--- src/hdl/jsu_pkg.sv ---
`timescale 1ns / 1ps
`default_nettype none
// ----------------------------------------------------------------------------
// jsu_pkg
// Shared types and constants for the JSON string unescaper: the command that
// travels from the parser to the UTF-8 encoder, status codes and queue sizes.
// ----------------------------------------------------------------------------
package jsu_pkg;

    // Queue sizes
    localparam int CMD_DEPTH = 4;
    localparam int CMD_PTR_W = $clog2(CMD_DEPTH);
    localparam int CMD_CNT_W = $clog2(CMD_DEPTH + 1);
    localparam int OUT_DEPTH = 4;
    localparam int OUT_PTR_W = $clog2(OUT_DEPTH);
    localparam int OUT_CNT_W = $clog2(OUT_DEPTH + 1);

    // Code point width (up to U+10FFFF)
    localparam int CP_W = 21;

    // Result status codes
    typedef logic [1:0] t_status;
    localparam t_status ST_DATA    = 2'd0;
    localparam t_status ST_CLOSED  = 2'd1;
    localparam t_status ST_NUL     = 2'd2;
    localparam t_status ST_NO_OPEN = 2'd3;

    // What the encoder has to do with a command
    typedef enum logic [1:0] {
        KIND_BYTE,   // one byte, copied as is
        KIND_CP,     // code point, encoded as 1 to 4 UTF-8 bytes
        KIND_END     // one status item with a zero byte
    } t_kind;

    typedef struct packed {
        t_kind            kind;
        logic [CP_W-1:0]  cp;
        t_status          status;
    } t_cmd;

    typedef struct packed {
        logic [7:0] out_byte;
        t_status    status;
        logic       last;
    } t_out;

endpackage : jsu_pkg
`default_nettype wire

--- src/hdl/json_string_unescape_utf8.sv ---
// Path: an accepted byte that yields output is written to the command queue;
//   the encoder then writes its first result item into the output FIFO.
// Throughput: one input byte per cycle while the four-entry command queue has
//   room; the encoder writes one result byte per cycle while the output FIFO
//   has room, so a \u escape holds the encoder until all its bytes are written.
// Reset: synchronous, active low; clears the parser state and both queues.
`timescale 1ns / 1ps
`default_nettype none
// ----------------------------------------------------------------------------
// json_string_unescape_utf8
// JSON string literal unescaper: parser front end, command queue and UTF-8
// encoder back end with its own output FIFO.
// ----------------------------------------------------------------------------
module json_string_unescape_utf8 (
    input  wire logic        i_clk,
    input  wire logic        i_rst_n,
    input  wire logic        push,
    output logic             full,
    input  wire logic [7:0]  i_in_byte,
    output logic             empty,
    input  wire logic        pop,
    output logic [7:0]       o_out_byte,
    output logic [1:0]       o_status,
    output logic             o_last
);
    import jsu_pkg::*;

    logic q_push;
    t_cmd q_in;
    logic q_valid;
    t_cmd q_out;
    logic q_pop;
    t_out res;

    jsu_front u_front (
        .i_clk     (i_clk),
        .i_rst_n   (i_rst_n),
        .i_push    (push),
        .i_in_byte (i_in_byte),
        .i_full    (full),
        .o_push    (q_push),
        .o_cmd     (q_in)
    );

    jsu_cmd_queue u_queue (
        .i_clk   (i_clk),
        .i_rst_n (i_rst_n),
        .i_push  (q_push),
        .i_cmd   (q_in),
        .o_full  (full),
        .o_valid (q_valid),
        .o_cmd   (q_out),
        .i_pop   (q_pop)
    );

    jsu_back u_back (
        .i_clk   (i_clk),
        .i_rst_n (i_rst_n),
        .i_valid (q_valid),
        .i_cmd   (q_out),
        .o_pop   (q_pop),
        .o_empty (empty),
        .i_pop   (pop),
        .o_out   (res)
    );

    assign o_out_byte = res.out_byte;
    assign o_status   = res.status;
    assign o_last     = res.last;

endmodule : json_string_unescape_utf8
`default_nettype wire

--- src/hdl/jsu_front.sv ---
`timescale 1ns / 1ps
`default_nettype none
// ----------------------------------------------------------------------------
// jsu_front
// Byte parser: tracks quotes, escapes and \uXXXX digits, joins surrogate
// pairs and issues at most one command per accepted byte.
// ----------------------------------------------------------------------------
module jsu_front (
    input  wire logic          i_clk,
    input  wire logic          i_rst_n,
    input  wire logic          i_push,
    input  wire logic [7:0]    i_in_byte,
    input  wire logic          i_full,
    output logic               o_push,
    output jsu_pkg::t_cmd      o_cmd
);
    import jsu_pkg::*;

    localparam logic [7:0] CH_NUL   = 8'h00;
    localparam logic [7:0] CH_QUOTE = 8'h22;
    localparam logic [7:0] CH_BSL   = 8'h5C;
    localparam logic [7:0] CH_U     = 8'h75;
    localparam logic [7:0] CH_B     = 8'h62;
    localparam logic [7:0] CH_F     = 8'h66;
    localparam logic [7:0] CH_N     = 8'h6E;
    localparam logic [7:0] CH_R     = 8'h72;
    localparam logic [7:0] CH_T     = 8'h74;

    typedef enum logic [2:0] {
        M_WAIT_OPEN,
        M_IN_STR,
        M_ESC,
        M_HEX_FIRST,
        M_EXPECT_BS,
        M_EXPECT_U,
        M_HEX_SECOND
    } t_mode;

    t_mode       r_mode,      n_mode;
    logic [15:0] r_hex_value, n_hex_value;
    logic [1:0]  r_hex_cnt,   n_hex_cnt;
    logic        r_hex_bad,   n_hex_bad;
    logic [9:0]  r_high,      n_high;

    logic        accept;
    logic        cmd_valid;
    t_cmd        cmd;
    logic        do_str;
    logic        do_esc;
    logic        do_digit;
    logic [3:0]  digit;
    logic        digit_ok;
    logic [15:0] hv_new;
    logic        bad_new;
    logic [7:0]  esc_byte;

    assign accept = i_push && !i_full;

    // Hex digit decode
    always_comb begin
        digit    = 4'd0;
        digit_ok = 1'b1;
        if (i_in_byte inside {[8'h30:8'h39]}) begin
            digit = i_in_byte[3:0];
        end else if (i_in_byte inside {[8'h41:8'h46], [8'h61:8'h66]}) begin
            digit = 4'(i_in_byte[2:0] + 3'd1) + 4'd8;
        end else begin
            digit_ok = 1'b0;
        end
    end

    assign hv_new  = {r_hex_value[11:0], digit};
    assign bad_new = r_hex_bad || !digit_ok;

    // Single-character escapes
    always_comb begin
        case (i_in_byte)
            CH_B:    esc_byte = 8'h08;
            CH_F:    esc_byte = 8'h0C;
            CH_N:    esc_byte = 8'h0A;
            CH_R:    esc_byte = 8'h0D;
            CH_T:    esc_byte = 8'h09;
            default: esc_byte = i_in_byte;
        endcase
    end

    // Parser next state and command
    always_comb begin
        n_mode      = r_mode;
        n_hex_value = r_hex_value;
        n_hex_cnt   = r_hex_cnt;
        n_hex_bad   = r_hex_bad;
        n_high      = r_high;
        cmd_valid   = 1'b0;
        cmd.kind    = KIND_BYTE;
        cmd.cp      = '0;
        cmd.status  = ST_DATA;
        do_str      = 1'b0;
        do_esc      = 1'b0;
        do_digit    = 1'b0;

        case (r_mode)
            M_IN_STR: begin
                do_str = 1'b1;
            end
            M_ESC: begin
                do_esc = 1'b1;
            end
            M_HEX_FIRST, M_HEX_SECOND: begin
                if (i_in_byte == CH_NUL) begin
                    cmd_valid  = 1'b1;
                    cmd.kind   = KIND_END;
                    cmd.status = ST_NUL;
                    n_mode     = M_WAIT_OPEN;
                end else begin
                    do_digit = 1'b1;
                end
            end
            M_EXPECT_BS: begin
                if (i_in_byte == CH_BSL) begin
                    n_mode = M_EXPECT_U;
                end else begin
                    n_mode = M_IN_STR;
                    do_str = 1'b1;
                end
            end
            M_EXPECT_U: begin
                if (i_in_byte == CH_U) begin
                    n_hex_value = '0;
                    n_hex_cnt   = '0;
                    n_hex_bad   = 1'b0;
                    n_mode      = M_HEX_SECOND;
                end else begin
                    do_esc = 1'b1;
                end
            end
            default: begin
                // waiting for the opening quote
                if (i_in_byte == CH_QUOTE) begin
                    n_mode = M_IN_STR;
                end else begin
                    cmd_valid  = 1'b1;
                    cmd.kind   = KIND_END;
                    cmd.status = ST_NO_OPEN;
                    n_mode     = M_WAIT_OPEN;
                end
            end
        endcase

        // plain string byte
        if (do_str) begin
            if (i_in_byte == CH_QUOTE) begin
                cmd_valid  = 1'b1;
                cmd.kind   = KIND_END;
                cmd.status = ST_CLOSED;
                n_mode     = M_WAIT_OPEN;
            end else if (i_in_byte == CH_NUL) begin
                cmd_valid  = 1'b1;
                cmd.kind   = KIND_END;
                cmd.status = ST_NUL;
                n_mode     = M_WAIT_OPEN;
            end else if (i_in_byte == CH_BSL) begin
                n_mode = M_ESC;
            end else begin
                cmd_valid = 1'b1;
                cmd.cp    = CP_W'(i_in_byte);
            end
        end

        // byte after a backslash
        if (do_esc) begin
            if (i_in_byte == CH_NUL) begin
                cmd_valid  = 1'b1;
                cmd.kind   = KIND_END;
                cmd.status = ST_NUL;
                n_mode     = M_WAIT_OPEN;
            end else if (i_in_byte == CH_U) begin
                n_hex_value = '0;
                n_hex_cnt   = '0;
                n_hex_bad   = 1'b0;
                n_mode      = M_HEX_FIRST;
            end else begin
                cmd_valid = 1'b1;
                cmd.cp    = CP_W'(esc_byte);
                n_mode    = M_IN_STR;
            end
        end

        // one of four hex digits
        if (do_digit) begin
            n_hex_value = hv_new;
            n_hex_cnt   = r_hex_cnt + 2'd1;
            n_hex_bad   = bad_new;
            if (r_hex_cnt == 2'd3) begin
                n_mode = M_IN_STR;
                if (r_mode == M_HEX_FIRST) begin
                    if (bad_new || hv_new == 16'h0000 ||
                        hv_new inside {[16'hDC00:16'hDFFF]}) begin
                        // nothing to emit
                    end else if (hv_new inside {[16'hD800:16'hDBFF]}) begin
                        n_high = hv_new[9:0];
                        n_mode = M_EXPECT_BS;
                    end else begin
                        cmd_valid = 1'b1;
                        cmd.kind  = KIND_CP;
                        cmd.cp    = CP_W'(hv_new);
                    end
                end else if (!bad_new && hv_new inside {[16'hDC00:16'hDFFF]}) begin
                    cmd_valid = 1'b1;
                    cmd.kind  = KIND_CP;
                    cmd.cp    = CP_W'(21'h10000) + CP_W'({r_high, hv_new[9:0]});
                end
            end
        end
    end

    // Parser state
    always_ff @(posedge i_clk) begin
        if (!i_rst_n) begin
            r_mode      <= M_WAIT_OPEN;
            r_hex_value <= '0;
            r_hex_cnt   <= '0;
            r_hex_bad   <= 1'b0;
            r_high      <= '0;
        end else if (accept) begin
            r_mode      <= n_mode;
            r_hex_value <= n_hex_value;
            r_hex_cnt   <= n_hex_cnt;
            r_hex_bad   <= n_hex_bad;
            r_high      <= n_high;
        end
    end

    assign o_push = accept && cmd_valid;
    assign o_cmd  = cmd;

endmodule : jsu_front
`default_nettype wire

--- src/hdl/jsu_cmd_queue.sv ---
`timescale 1ns / 1ps
`default_nettype none
// ----------------------------------------------------------------------------
// jsu_cmd_queue
// Small FIFO of parser commands between the parser and the UTF-8 encoder.
// ----------------------------------------------------------------------------
module jsu_cmd_queue (
    input  wire logic          i_clk,
    input  wire logic          i_rst_n,
    input  wire logic          i_push,
    input  wire jsu_pkg::t_cmd i_cmd,
    output logic               o_full,
    output logic               o_valid,
    output jsu_pkg::t_cmd      o_cmd,
    input  wire logic          i_pop
);
    import jsu_pkg::*;

    t_cmd                 r_mem [CMD_DEPTH];
    logic [CMD_PTR_W-1:0] r_wr_ptr;
    logic [CMD_PTR_W-1:0] r_rd_ptr;
    logic [CMD_CNT_W-1:0] r_count;
    logic                 push_ok;
    logic                 pop_ok;

    assign o_full  = (r_count == CMD_CNT_W'(CMD_DEPTH));
    assign o_valid = (r_count != '0);
    assign o_cmd   = r_mem[r_rd_ptr];
    assign push_ok = i_push && !o_full;
    assign pop_ok  = i_pop && o_valid;

    // Storage
    always_ff @(posedge i_clk) begin
        if (push_ok) begin
            r_mem[r_wr_ptr] <= i_cmd;
        end
    end

    // Pointers and fill count
    always_ff @(posedge i_clk) begin
        if (!i_rst_n) begin
            r_wr_ptr <= '0;
            r_rd_ptr <= '0;
            r_count  <= '0;
        end else begin
            if (push_ok) begin
                r_wr_ptr <= r_wr_ptr + CMD_PTR_W'(1);
            end
            if (pop_ok) begin
                r_rd_ptr <= r_rd_ptr + CMD_PTR_W'(1);
            end
            r_count <= r_count + CMD_CNT_W'(push_ok) - CMD_CNT_W'(pop_ok);
        end
    end

endmodule : jsu_cmd_queue
`default_nettype wire

--- src/hdl/jsu_back.sv ---
`timescale 1ns / 1ps
`default_nettype none
// ----------------------------------------------------------------------------
// jsu_back
// UTF-8 encoder: expands each command into one to four result items, one per
// cycle while there is room, into a small output FIFO that faces the consumer.
// ----------------------------------------------------------------------------
module jsu_back (
    input  wire logic          i_clk,
    input  wire logic          i_rst_n,
    input  wire logic          i_valid,
    input  wire jsu_pkg::t_cmd i_cmd,
    output logic               o_pop,
    output logic               o_empty,
    input  wire logic          i_pop,
    output jsu_pkg::t_out      o_out
);
    import jsu_pkg::*;

    t_out                 r_mem [OUT_DEPTH];
    logic [OUT_PTR_W-1:0] r_wr_ptr;
    logic [OUT_PTR_W-1:0] r_rd_ptr;
    logic [OUT_CNT_W-1:0] r_count;
    logic [1:0]           r_idx;

    logic [1:0]           len_m1;
    logic [7:0]           enc_byte;
    logic                 item_last;
    logic                 do_emit;
    logic                 pop_ok;
    t_out                 item;

    // Encoded length minus one
    always_comb begin
        len_m1 = 2'd0;
        if (i_cmd.kind == KIND_CP) begin
            if (i_cmd.cp < CP_W'(21'h80)) begin
                len_m1 = 2'd0;
            end else if (i_cmd.cp < CP_W'(21'h800)) begin
                len_m1 = 2'd1;
            end else if (i_cmd.cp < CP_W'(21'h10000)) begin
                len_m1 = 2'd2;
            end else begin
                len_m1 = 2'd3;
            end
        end
    end

    // Byte at the current position
    always_comb begin
        enc_byte = 8'h00;
        case (i_cmd.kind)
            KIND_BYTE: enc_byte = i_cmd.cp[7:0];
            KIND_CP: begin
                case (len_m1)
                    2'd0: enc_byte = i_cmd.cp[7:0];
                    2'd1: enc_byte = (r_idx == 2'd0) ? {3'b110, i_cmd.cp[10:6]}
                                                      : {2'b10, i_cmd.cp[5:0]};
                    2'd2: begin
                        case (r_idx)
                            2'd0:    enc_byte = {4'b1110, i_cmd.cp[15:12]};
                            2'd1:    enc_byte = {2'b10, i_cmd.cp[11:6]};
                            default: enc_byte = {2'b10, i_cmd.cp[5:0]};
                        endcase
                    end
                    default: begin
                        case (r_idx)
                            2'd0:    enc_byte = {5'b11110, i_cmd.cp[20:18]};
                            2'd1:    enc_byte = {2'b10, i_cmd.cp[17:12]};
                            2'd2:    enc_byte = {2'b10, i_cmd.cp[11:6]};
                            default: enc_byte = {2'b10, i_cmd.cp[5:0]};
                        endcase
                    end
                endcase
            end
            default: enc_byte = 8'h00;
        endcase
    end

    assign item_last     = (r_idx == len_m1);
    assign do_emit       = i_valid && (r_count != OUT_CNT_W'(OUT_DEPTH));
    assign o_pop         = do_emit && item_last;
    assign item.out_byte = enc_byte;
    assign item.status   = (i_cmd.kind == KIND_END) ? i_cmd.status : ST_DATA;
    assign item.last     = item_last;

    assign o_empty = (r_count == '0);
    assign o_out   = r_mem[r_rd_ptr];
    assign pop_ok  = i_pop && !o_empty;

    // Output storage
    always_ff @(posedge i_clk) begin
        if (do_emit) begin
            r_mem[r_wr_ptr] <= item;
        end
    end

    // Byte position, pointers and fill count
    always_ff @(posedge i_clk) begin
        if (!i_rst_n) begin
            r_idx    <= '0;
            r_wr_ptr <= '0;
            r_rd_ptr <= '0;
            r_count  <= '0;
        end else begin
            if (do_emit) begin
                r_idx    <= item_last ? 2'd0 : r_idx + 2'd1;
                r_wr_ptr <= r_wr_ptr + OUT_PTR_W'(1);
            end
            if (pop_ok) begin
                r_rd_ptr <= r_rd_ptr + OUT_PTR_W'(1);
            end
            r_count <= r_count + OUT_CNT_W'(do_emit) - OUT_CNT_W'(pop_ok);
        end
    end

endmodule : jsu_back
`default_nettype wire

--- config.mk ---
export PLATFORM = sky130hd
export DESIGN_NAME = json_string_unescape_utf8
export DESIGN_NICKNAME = d
export VERILOG_FILES = /design/src/hdl/jsu_pkg.sv /design/src/hdl/json_string_unescape_utf8.sv /design/src/hdl/jsu_front.sv /design/src/hdl/jsu_cmd_queue.sv /design/src/hdl/jsu_back.sv
export SDC_FILE = /design/constraint.sdc
export NUM_CORES = 1
export LEC_CHECK = 0
export BUFFER_PORTS_ARGS = -buffer_cell sky130_fd_sc_hd__buf_2
export CAP_MARGIN = 0
export CORE_UTILIZATION = 55
export DETAILED_ROUTE_END_ITERATION = 6
export PLACE_DENSITY = 0.74
export SYNTH_ARGS = -nofsm -noshare
export SYNTH_HDL_FRONTEND = slang
export SYNTH_SLANG_ARGS = --single-unit
export TNS_END_PERCENT = 30
--- constraint.sdc ---
create_clock -name i_clk -period 3.5 [get_ports i_clk]
set_input_delay 0.875 -clock i_clk [delete_from_list [all_inputs] [get_ports i_clk]]
set_output_delay 0.875 -clock i_clk [all_outputs]
set_load 0.01 [all_outputs]
==> Yosys cells after proc, flatten, opt, wreduce, memory -nomap -nowiden <==
Memories as Yosys holds them, arrays and structs flattened. A register that Yosys moved wholly into a read port is not among the register bits.
Index checks and enable logic that the tools add are counted.
{ "word_totals": {"regBits": 48, "mem_bits_rw": 144, "inputBits": 12, "out_inout_bits": 13, "word_cells": 202, "mem_count": 2} }
{ "mem_list": {"columns": ["memory", "depth", "width", "rd", "rd_clocked_by_memory_dff", "wr", "line", "text"], "rows": [
  ["u_queue.r_mem", 4, 25, 1, 1, 1, "jsu_cmd_queue.sv:19", "t_cmd r_mem [CMD_DEPTH];"],
  ["u_back.r_mem", 4, 11, 1, 1, 1, "jsu_back.sv:20", "t_out r_mem [OUT_DEPTH];"]
]} }
{ "op_classes": {"addsub": 13, "magnitude_cmp": 13, "eq_ne": 24, "muxes": 105, "bitwise": 1, "reduce_logical": 32} }
{ "ops": {"columns": ["operator", "count"], "rows": [
  ["23-bit 2-to-1 mux", 6],
  ["16-bit 2-to-1 mux", 6],
  ["21-bit 2-to-1 mux", 3],
  ["8-bit by 7-bit equality test with 1-bit output, second input constant", 7],
  ["2-bit 2-to-1 mux", 25],
  ["25-bit 2-to-1 mux", 2],
  ["3-bit 2-to-1 mux", 14],
  ["8-bit case mux with 5 select lines", 1],
  ["1-bit 2-to-1 mux", 33],
  ["16-bit >= comparator, second input constant", 2],
  ["16-bit less-or-equal comparator, second input constant", 2],
  ["8-bit case mux with 3 select lines", 1],
  ["17-bit by 20-bit adder with 21-bit output, first input constant", 1],
  ["21-bit by 12-bit < comparator with 1-bit output, second input constant", 1],
  ["21-bit by 17-bit < comparator with 1-bit output, second input constant", 1],
  ["21-bit by 8-bit < comparator with 1-bit output, second input constant", 1],
  ["7-bit case mux with 3 select lines", 1],
  ["8-bit by 7-bit >= comparator with 1-bit output, second input constant", 2],
  ["8-bit by 7-bit less-or-equal comparator with 1-bit output, second input constant", 2],
  ["16-bit zero test", 1],
  ["8-bit 2-to-1 mux", 2],
  ["8-bit case mux with 2 select lines", 1],
  ["7-bit case mux with 2 select lines", 1],
  ["1-bit logical AND", 13],
  ["other kinds (31)", 59]
]} }

==> Depth between registers and ports, before layout <==
Gate-level depths: netlist (run 1).
{ "depth": {"depth_word": 19, "mapped_depth": 17, "depth_no_buf": 14} }

==> Hierarchy <==
From an unflattened synthesis (run 1), not the netlist that was laid out.
{ "hier_totals": {"hier_cells": 686, "hier_area_um2": 9308.9} }
{ "by_module_without_submodules": {"columns": ["module", "n_inst", "cells_each", "area_each_um2", "seq_area_each_um2"], "rows": [
  ["jsu_cmd_queue", 1, 179, 4142.7, 3183.1],
  ["jsu_back", 1, 221, 2877.8, 1541.5],
  ["jsu_front", 1, 286, 2288.4, 560.5]
]} }

==> Worst setup path after synthesis (run 1) <==
No wires, ideal clock.
{ "synth_timing": {"kind": "reg-to-reg", "from": "register (tool-made name)", "to": "register u_queue.r_count[2]", "setup_ns": 0.115, "arrival_ns": 3.510, "path_slack_ns": -0.125, "stages_incl_launch_ff": 16, "path_buffers": 1, "period_less_slack_ns": 3.625, "path_cell_list": "dfxtp_1 -> buf_6 -> mux4_2 -> or4_4 -> nand4bb_4 -> o21ai_2 -> a32oi_4 -> nor2b_4 -> ha_1 -> inv_1 -> ha_1 -> inv_1 -> fa_1 -> xnor2_1 -> xnor2_1 -> and2_1"} }
{ "synth_lines": {"columns": ["item", "line", "text"], "rows": [
  ["end signal: assignment", "jsu_cmd_queue.sv:52", "r_count <= r_count + CMD_CNT_W'(push_ok) - CMD_CNT_W'(pop_ok);"],
  ["end: declaration", "jsu_cmd_queue.sv:22", "logic [CMD_CNT_W-1:0] r_count;"]
]} }

==> reports/summary.txt, run 1 <==
Status: finished with violations
Failing checks: setup timing
Power per cell area: 667 nW/um^2
Final Cycle Share: 105%
Root Driver: clkbuf_16
CP max stage cell: or4_4
Dpl cells: 953
GR Overflow Total: 0
Area share of fa/ha/maj cells after synthesis: 4.16%
Cell row count: 46
Largest family of logic cells by synthesized area: simple AND/OR/NAND/NOR gates
RSZ-0062 raised after global routing: yes
Worst Path Arrival: 3.99 ns
Fraction of the mapped netlist area in compound gates: 10.8%
Largest net degree at the start of global routing: 52
Max-slew violations: 0
# fillers: 1171
P&R area growth vs syn: 16.2%
Mux share of post-synthesis cell area: 11.1%
Async S/R FF share, synth: 0%
Layout cell share with drive strength beyond 1: 22.7%
Worst setup EP type: flip-flop
Drc violations: 0
# H-tree levels: 4
CP max stage delay: 0.60 ns
Hold Fails Final Rpt: 0
Comb pwr share: 29.6%
Cell area after synthesis: 9080 sq um
Post-route ant nets: 0
GP Congestion: 0.910
Synthesized instance count: 687
Storage element area: 5290 sq um
Power Internal: 4.92 mW
Post-synth top area share: 47.6%
Dpl hpwl: 13.3 mm
Die H: 130 microns
Setup Viol. Count Final: 1
Syn_nets: 728
CTS tree: done
Worst skew pair latency: 0.43 ns
Core area: 16000 sq um
Via count: 5975
Vias in the first global route: 5918
Number of port buffers: 24
Cts hold-fix bufs: 0
Yosys reg bits: 192
Setup crit start kind: flip-flop
Simple-gate area share of the yosys netlist: 12.1%
Bufs on Longest Clock Path: 2
Die area: 17000 sq um
CP required: 3.83 ns
Worst setup margin: -0.160 ns
Synthesized area per cell: 13.2 sq um
Crit path cell chain: buf_6 -> mux4_2 -> or4_4 -> nand3_2 -> o211ai_4 -> a32oi_4 -> nor2b_4 -> ha_1 -> inv_1 -> ha_1 -> inv_1 -> fa_2 -> xnor2_2 -> xnor2_1 -> and2_1
Most frequent cells in the layout: edfxtp_1 (144), buf_4 (51), dfxtp_1 (47)
Multi-input logic area: 3630 sq um
Synth Area in XOR/XNOR: 0.868%
Crit path time final: 3.66 ns
Psw: 2.12 mW
Non-Filler Instances: 987
Clock share of power: 27.9%
Min-Delay Path Class: flip-flop to flip-flop
Most common cell after layout, fill and taps aside: edfxtp_1
Die width: 130 microns
Worst vdd ir: 394 uV
IO Pins: 25
Distinct cells, synth: 64
Max-slew headroom: 48.3%
Share of total power in sequential cells: 42.5%
Main synth FF type: edfxtp_1
Slew @ Worst Pin: 0.775 ns
Clock Skew: 0.00927 ns
Kind of critical path: flip-flop to flip-flop
Hold wc startpoint: u_queue.r_wr_ptr[0]
Diodes inserted: 0
Wire length per cell: 19.5 microns
Max Cap Violations: 0
Sw frac: 30.1%
Yosys top cell by area: edfxtp_1
Nets: 799
First-pass GRT wire length: 30.2 mm
Initial drt markers: 582
GRT Overall Usage: 23.8%
Clock sink count: 192
CTS buffer count: 17
Post-synth EDFFs: 144
Worst-path maximum fanout: 6
Fmax: 0.273 GHz
Pre-antenna DRT Iters: 6
Number of vias per cell: 6.05
Register area share after synthesis: 58.2%
Initial antenna violation count: 0
Utilization after layout: 65.9%
Tot Pwr: 7.03 mW
Synth area leaders: edfxtp_1 (48%), dfxtp_1 (11%), mux4_2 (8.7%), ha_1 (3.7%), nor2b_1 (2.7%)
Starting Density: 56.7%
Leakage power: 3.74 nW
Clock transition at path regs: 0.07 ns
Total wire length: 19.2 mm
YS warnings: 0
==> power by group through the flow <==
| stage | clock, mW | sequential [mW] | combinational, mW |
|---|---|---|---|
| floorplan | 0 | 2.94 | 1.37 |
| detailed placement | 0 | 3.03 | 2.00 |
| global placement | 0 | 3.01 | 1.92 |
| CTS | 1.98 | 2.99 | 2.06 |
| global route | 2.06 | 3.02 | 2.26 |
| finish | 1.96 | 2.99 | 2.08 |
==> timing repair <==
action | 4_1_cts | 5_1_grt
endpoints found under the hold margin | 0 | 0
gates resized for setup | 7 | 15
pin swaps | 4 | 5
gates cloned | 0 | 0
setup buffers | 2 | 0
setup endpoints to repair | 30 | 26
==> cells by family (layout without fill, tap and decap cells) <==
group	count (synthesis)	in the layout
simple gates	204	204
flops	192	192
compound gates	137	137
xor+xnor	9	9
mux	55	55
fa+ha+maj	29	29
buf+inv	61	145
==> sequential cells by signal, summed over array words and instances, names as in the netlist, 3 cells and up, named ones only <==
register             cells
u_queue.r_mem          100
u_back.r_mem            44
u_front.r_hex_value     12
u_front.r_high          10
u_back.r_count           3
u_front.r_mode           3
u_queue.r_count          3
==> path summary, 6_finish.rpt <==
path                            slack (ns)  cells after the start                   to
worst max register to register       -0.16                     15   u_queue.r_count[2]
worst min register to register        0.51                      2  u_queue.r_wr_ptr[0]
worst max-delay path                 -0.16                     15   u_queue.r_count[2]
worst min-delay path                  0.51                      2  u_queue.r_wr_ptr[0]
==> worst max-delay path, delay by kind of cell, from the launching register on <==
family                     cells  cell delay (ns)
and+or+nand+nor                4             0.93
adders and majority gates      3             0.80
muxes                          1             0.52
DFF                            1             0.42
AOI/OAI and AO/OA              2             0.34
xor gates and xnor gates       2             0.28
buffers and inverters          3             0.27
==> final cells by class <==
cell class | instances | share of cell area [%]
Clock buffer | 20 | 4.64
Clock inverter | 12 | 1.23
Inverter | 30 | 1.07
Multi-Input combinational cell | 434 | 34.4
Sequential cell | 192 | 50.1
Tap cell | 216 | 2.56
Timing Repair Buffer | 83 | 5.95
==> per-stage QoR <==
step	worst slack [ns]	setup TNS [ns]	instance area (sq um)	hold WS [ns]
after detailed placement	-0.331	-3.39	9820	0.488
after global placement	-0.175	-0.938	9820	0.456
final	-0.160	-0.160	10600	0.509
after floorplan	-0.0767	-0.0767	9090	0.445
after global routing	-0.268	-1.15	10600	0.539
after CTS	-0.174	-0.174	10500	0.512
==> cell usage after synthesis, types with 4 or more instances <==
library cell / n
a22o_1: 10
mux2i_1: 17
a21o_1: 5
mux4_2: 35
a221o_1: 5
ha_1: 27
nor2_1: 41
a21oi_1: 21
dfxtp_1: 48
xnor2_1: 7
o21ai_1: 5
and2_1: 21
nand2b_1: 7
o21ai_0: 24
nor4_1: 7
a31oi_1: 5
nand4_1: 5
nand3_1: 10
nor2b_1: 39
nor3_1: 12
buf_2: 4
nand2_1: 41
and3_1: 5
a22oi_1: 26
edfxtp_1: 144
inv_1: 29
or3_1: 4
clkbuf_1: 24
==> routing by layer <==
metal / GRT usage [%] / up-vias / share of wire (%)
met2: 42.1 / 198 / 51
met5: 0 / - / 0
met4: 9.26 / 0 / 2.0
met1: 29.6 / 2981 / 43
li1: - / 2768 / -
met3: 3.46 / 28 / 3.8
Note: power is estimated with default switching activity, not from simulation.
==> run 2: changes to the inputs <==
- clock period: 3.5 -> 3.1 ns (I/O delays scaled with it)
==> run 2 against run 1 <==
Effect of this change: the run still ends with setup timing left; worst setup slack lost 0.40 ns; fmax shrank 0.13%; combinational power grew 28%; sequential share of layout area shrank 2.3 points; die area is the same.
==> reports/summary.txt, run 2 (same netlist as run 1, synthesis figures left out) <==
Status: finished with violations
Failing checks: setup timing
Vias in the first global route: 6319
CTS tree: done
Root Driver: clkbuf_16
Dpl hpwl: 14.1 mm
R2r worst-path depth: 15
# H-tree levels: 4
Clock sink count: 192
Worst-path maximum fanout: 5
CTS buffer count: 17
Post-DP Area: 10200 sq um
IO Pins: 25
Crit path time final: 3.66 ns
Crit path top cell by count: ha_4
# fillers: 1131
Bufs on Longest Clock Path: 2
Max-slew headroom: 58.5%
Leakage power: 3.99 nW
Drc violations: 0
GR Overflow Total: 0
Largest regs: u_queue.r_mem (100), u_back.r_mem (44), u_front.r_hex_value (12)
CP max stage cell: or4_4
Worst setup margin: -0.564 ns
Power per cell area: 742 nW/um^2
Pre-antenna DRT Iters: 5
Core area: 16000 sq um
Setup Viol. Count Final: 30
Fmax: 0.273 GHz
Slew @ Worst Pin: 0.616 ns
Max-slew violations: 0
Wire length per cell: 19.7 microns
GP Congestion: 0.965
Min-Delay Path Class: flip-flop to flip-flop
Post-route cell area: 11100 sq um
Cts hold-fix bufs: 0
Number of port buffers: 24
Die H: 130 microns
Diodes inserted: 0
Crit path cell chain: buf_6 -> mux4_2 -> or4_4 -> nand4bb_4 -> o21ai_4 -> a32oi_4 -> nor2b_4 -> ha_4 -> inv_4 -> ha_4 -> inv_2 -> fa_2 -> xnor2_2 -> xnor2_1 -> and2_1
Setup crit start kind: flip-flop
Number of vias per cell: 6.03
Initial drt markers: 439
Register name with the most flops: u_queue.r_mem
Initial antenna violation count: 0
First-pass GRT wire length: 32.6 mm
Tot Pwr: 8.20 mW
Worst vdd ir: 417 uV
Worst skew pair latency: 0.43 ns
Largest net degree at the start of global routing: 33
Total wire length: 20.5 mm
Most common cell after layout, fill and taps aside: edfxtp_1
Die width: 130 microns
Layout cell share with drive strength beyond 1: 30.3%
Final Cycle Share: 118%
Worst Path Arrival: 3.99 ns
CP required: 3.42 ns
Most frequent cells in the layout: edfxtp_1 (144), buf_4 (100), dfxtp_1 (47)
Nets: 851
Max Cap Violations: 0
Clock Skew: 0.0109 ns
Hold depth: 2
Hold Fails Final Rpt: 0
CP max stage delay: 0.55 ns
Placement Setup Slack: -0.604 ns
Final Hold Slack: 0.505 ns
Clock transition at path regs: 0.07 ns
Cell row count: 46
Kind of critical path: flip-flop to flip-flop
Max FFs per register: 100
Non-Filler Instances: 1039
Starting Density: 56.7%
Die area: 17000 sq um
Post-route ant nets: 0
Dpl cells: 996
GRT Overall Usage: 25.7%
P&R area growth vs syn: 21.8%
RSZ-0062 raised after global routing: yes
Worst setup EP type: flip-flop
Via count: 6267
[run 2: path summary, 6_finish.rpt]
| path | start | end | slack (ns) |
|---|---|---|---|
| worst max register to register | flip-flop | u_queue.r_count[2] | -0.56 |
| worst min register to register | u_queue.r_rd_ptr[1] | flip-flop | 0.50 |
| worst min-delay path | u_queue.r_rd_ptr[1] | flip-flop | 0.50 |
| worst max-delay path | flip-flop | u_queue.r_count[2] | -0.56 |
[run 2: power breakdown]
| part | internal, mW | total, mW | switching (mW) |
|---|---|---|---|
| clock | 1.16 | 2.19 | 1.04 |
| combinational | 1.34 | 2.67 | 1.33 |
| sequential | 3.19 | 3.34 | 0.157 |
[run 2: cell type report]
type	instances	area (sq um)	share of cell area, %
Clock inverter	15	170	1.54
Multi-Input combinational cell	434	3750	33.9
Timing Repair Buffer	135	1030	9.32
Clock buffer	17	425	3.85
Sequential cell	192	5290	47.8
Inverter	30	118	1.06
Tap cell	216	270	2.44
[run 2: stage by stage]
stage          TNS [ns]  utilization (%)
2_1_floorplan    -16.63                -
3_3_place_gp     -21.73             63.5
3_5_place_dp     -28.44             63.5
4_1_cts          -11.08             68.6
5_1_grt          -16.18             69.1
6_report         -11.95             69.1
[run 2: metal layers]
layer | wire [microns] | up-vias | global-route usage [%] | share of wire (%)
li1 | - | 2878 | - | -
met1 | 8350 | 3129 | 30.6 | 41
met2 | 10700 | 223 | 46.8 | 52
met3 | 964 | 37 | 4.56 | 4.7
met4 | 497 | 0 | 8.99 | 2.4
met5 | 0 | - | 0 | 0
[run 2: critical path: cells and delay by family, from the launching register on]
kind	cells	cell delay, ns
buffers and inverters	3	0.19
adders and majority gates	3	0.72
xor gates and xnor gates	2	0.28
AOI/OAI and AO/OA	2	0.32
muxes	1	0.50
and+or+nand+nor	4	1.14
DFF	1	0.39
[run 2: repair_timing]
action / CTS / global route
endpoints found under the hold margin: 0 / 0
pin swaps: 17 / 17
endpoints found under the setup margin: 35 / 38
gates cloned: 0 / 0
gates resized for setup: 34 / 17
setup buffers: 9 / 3
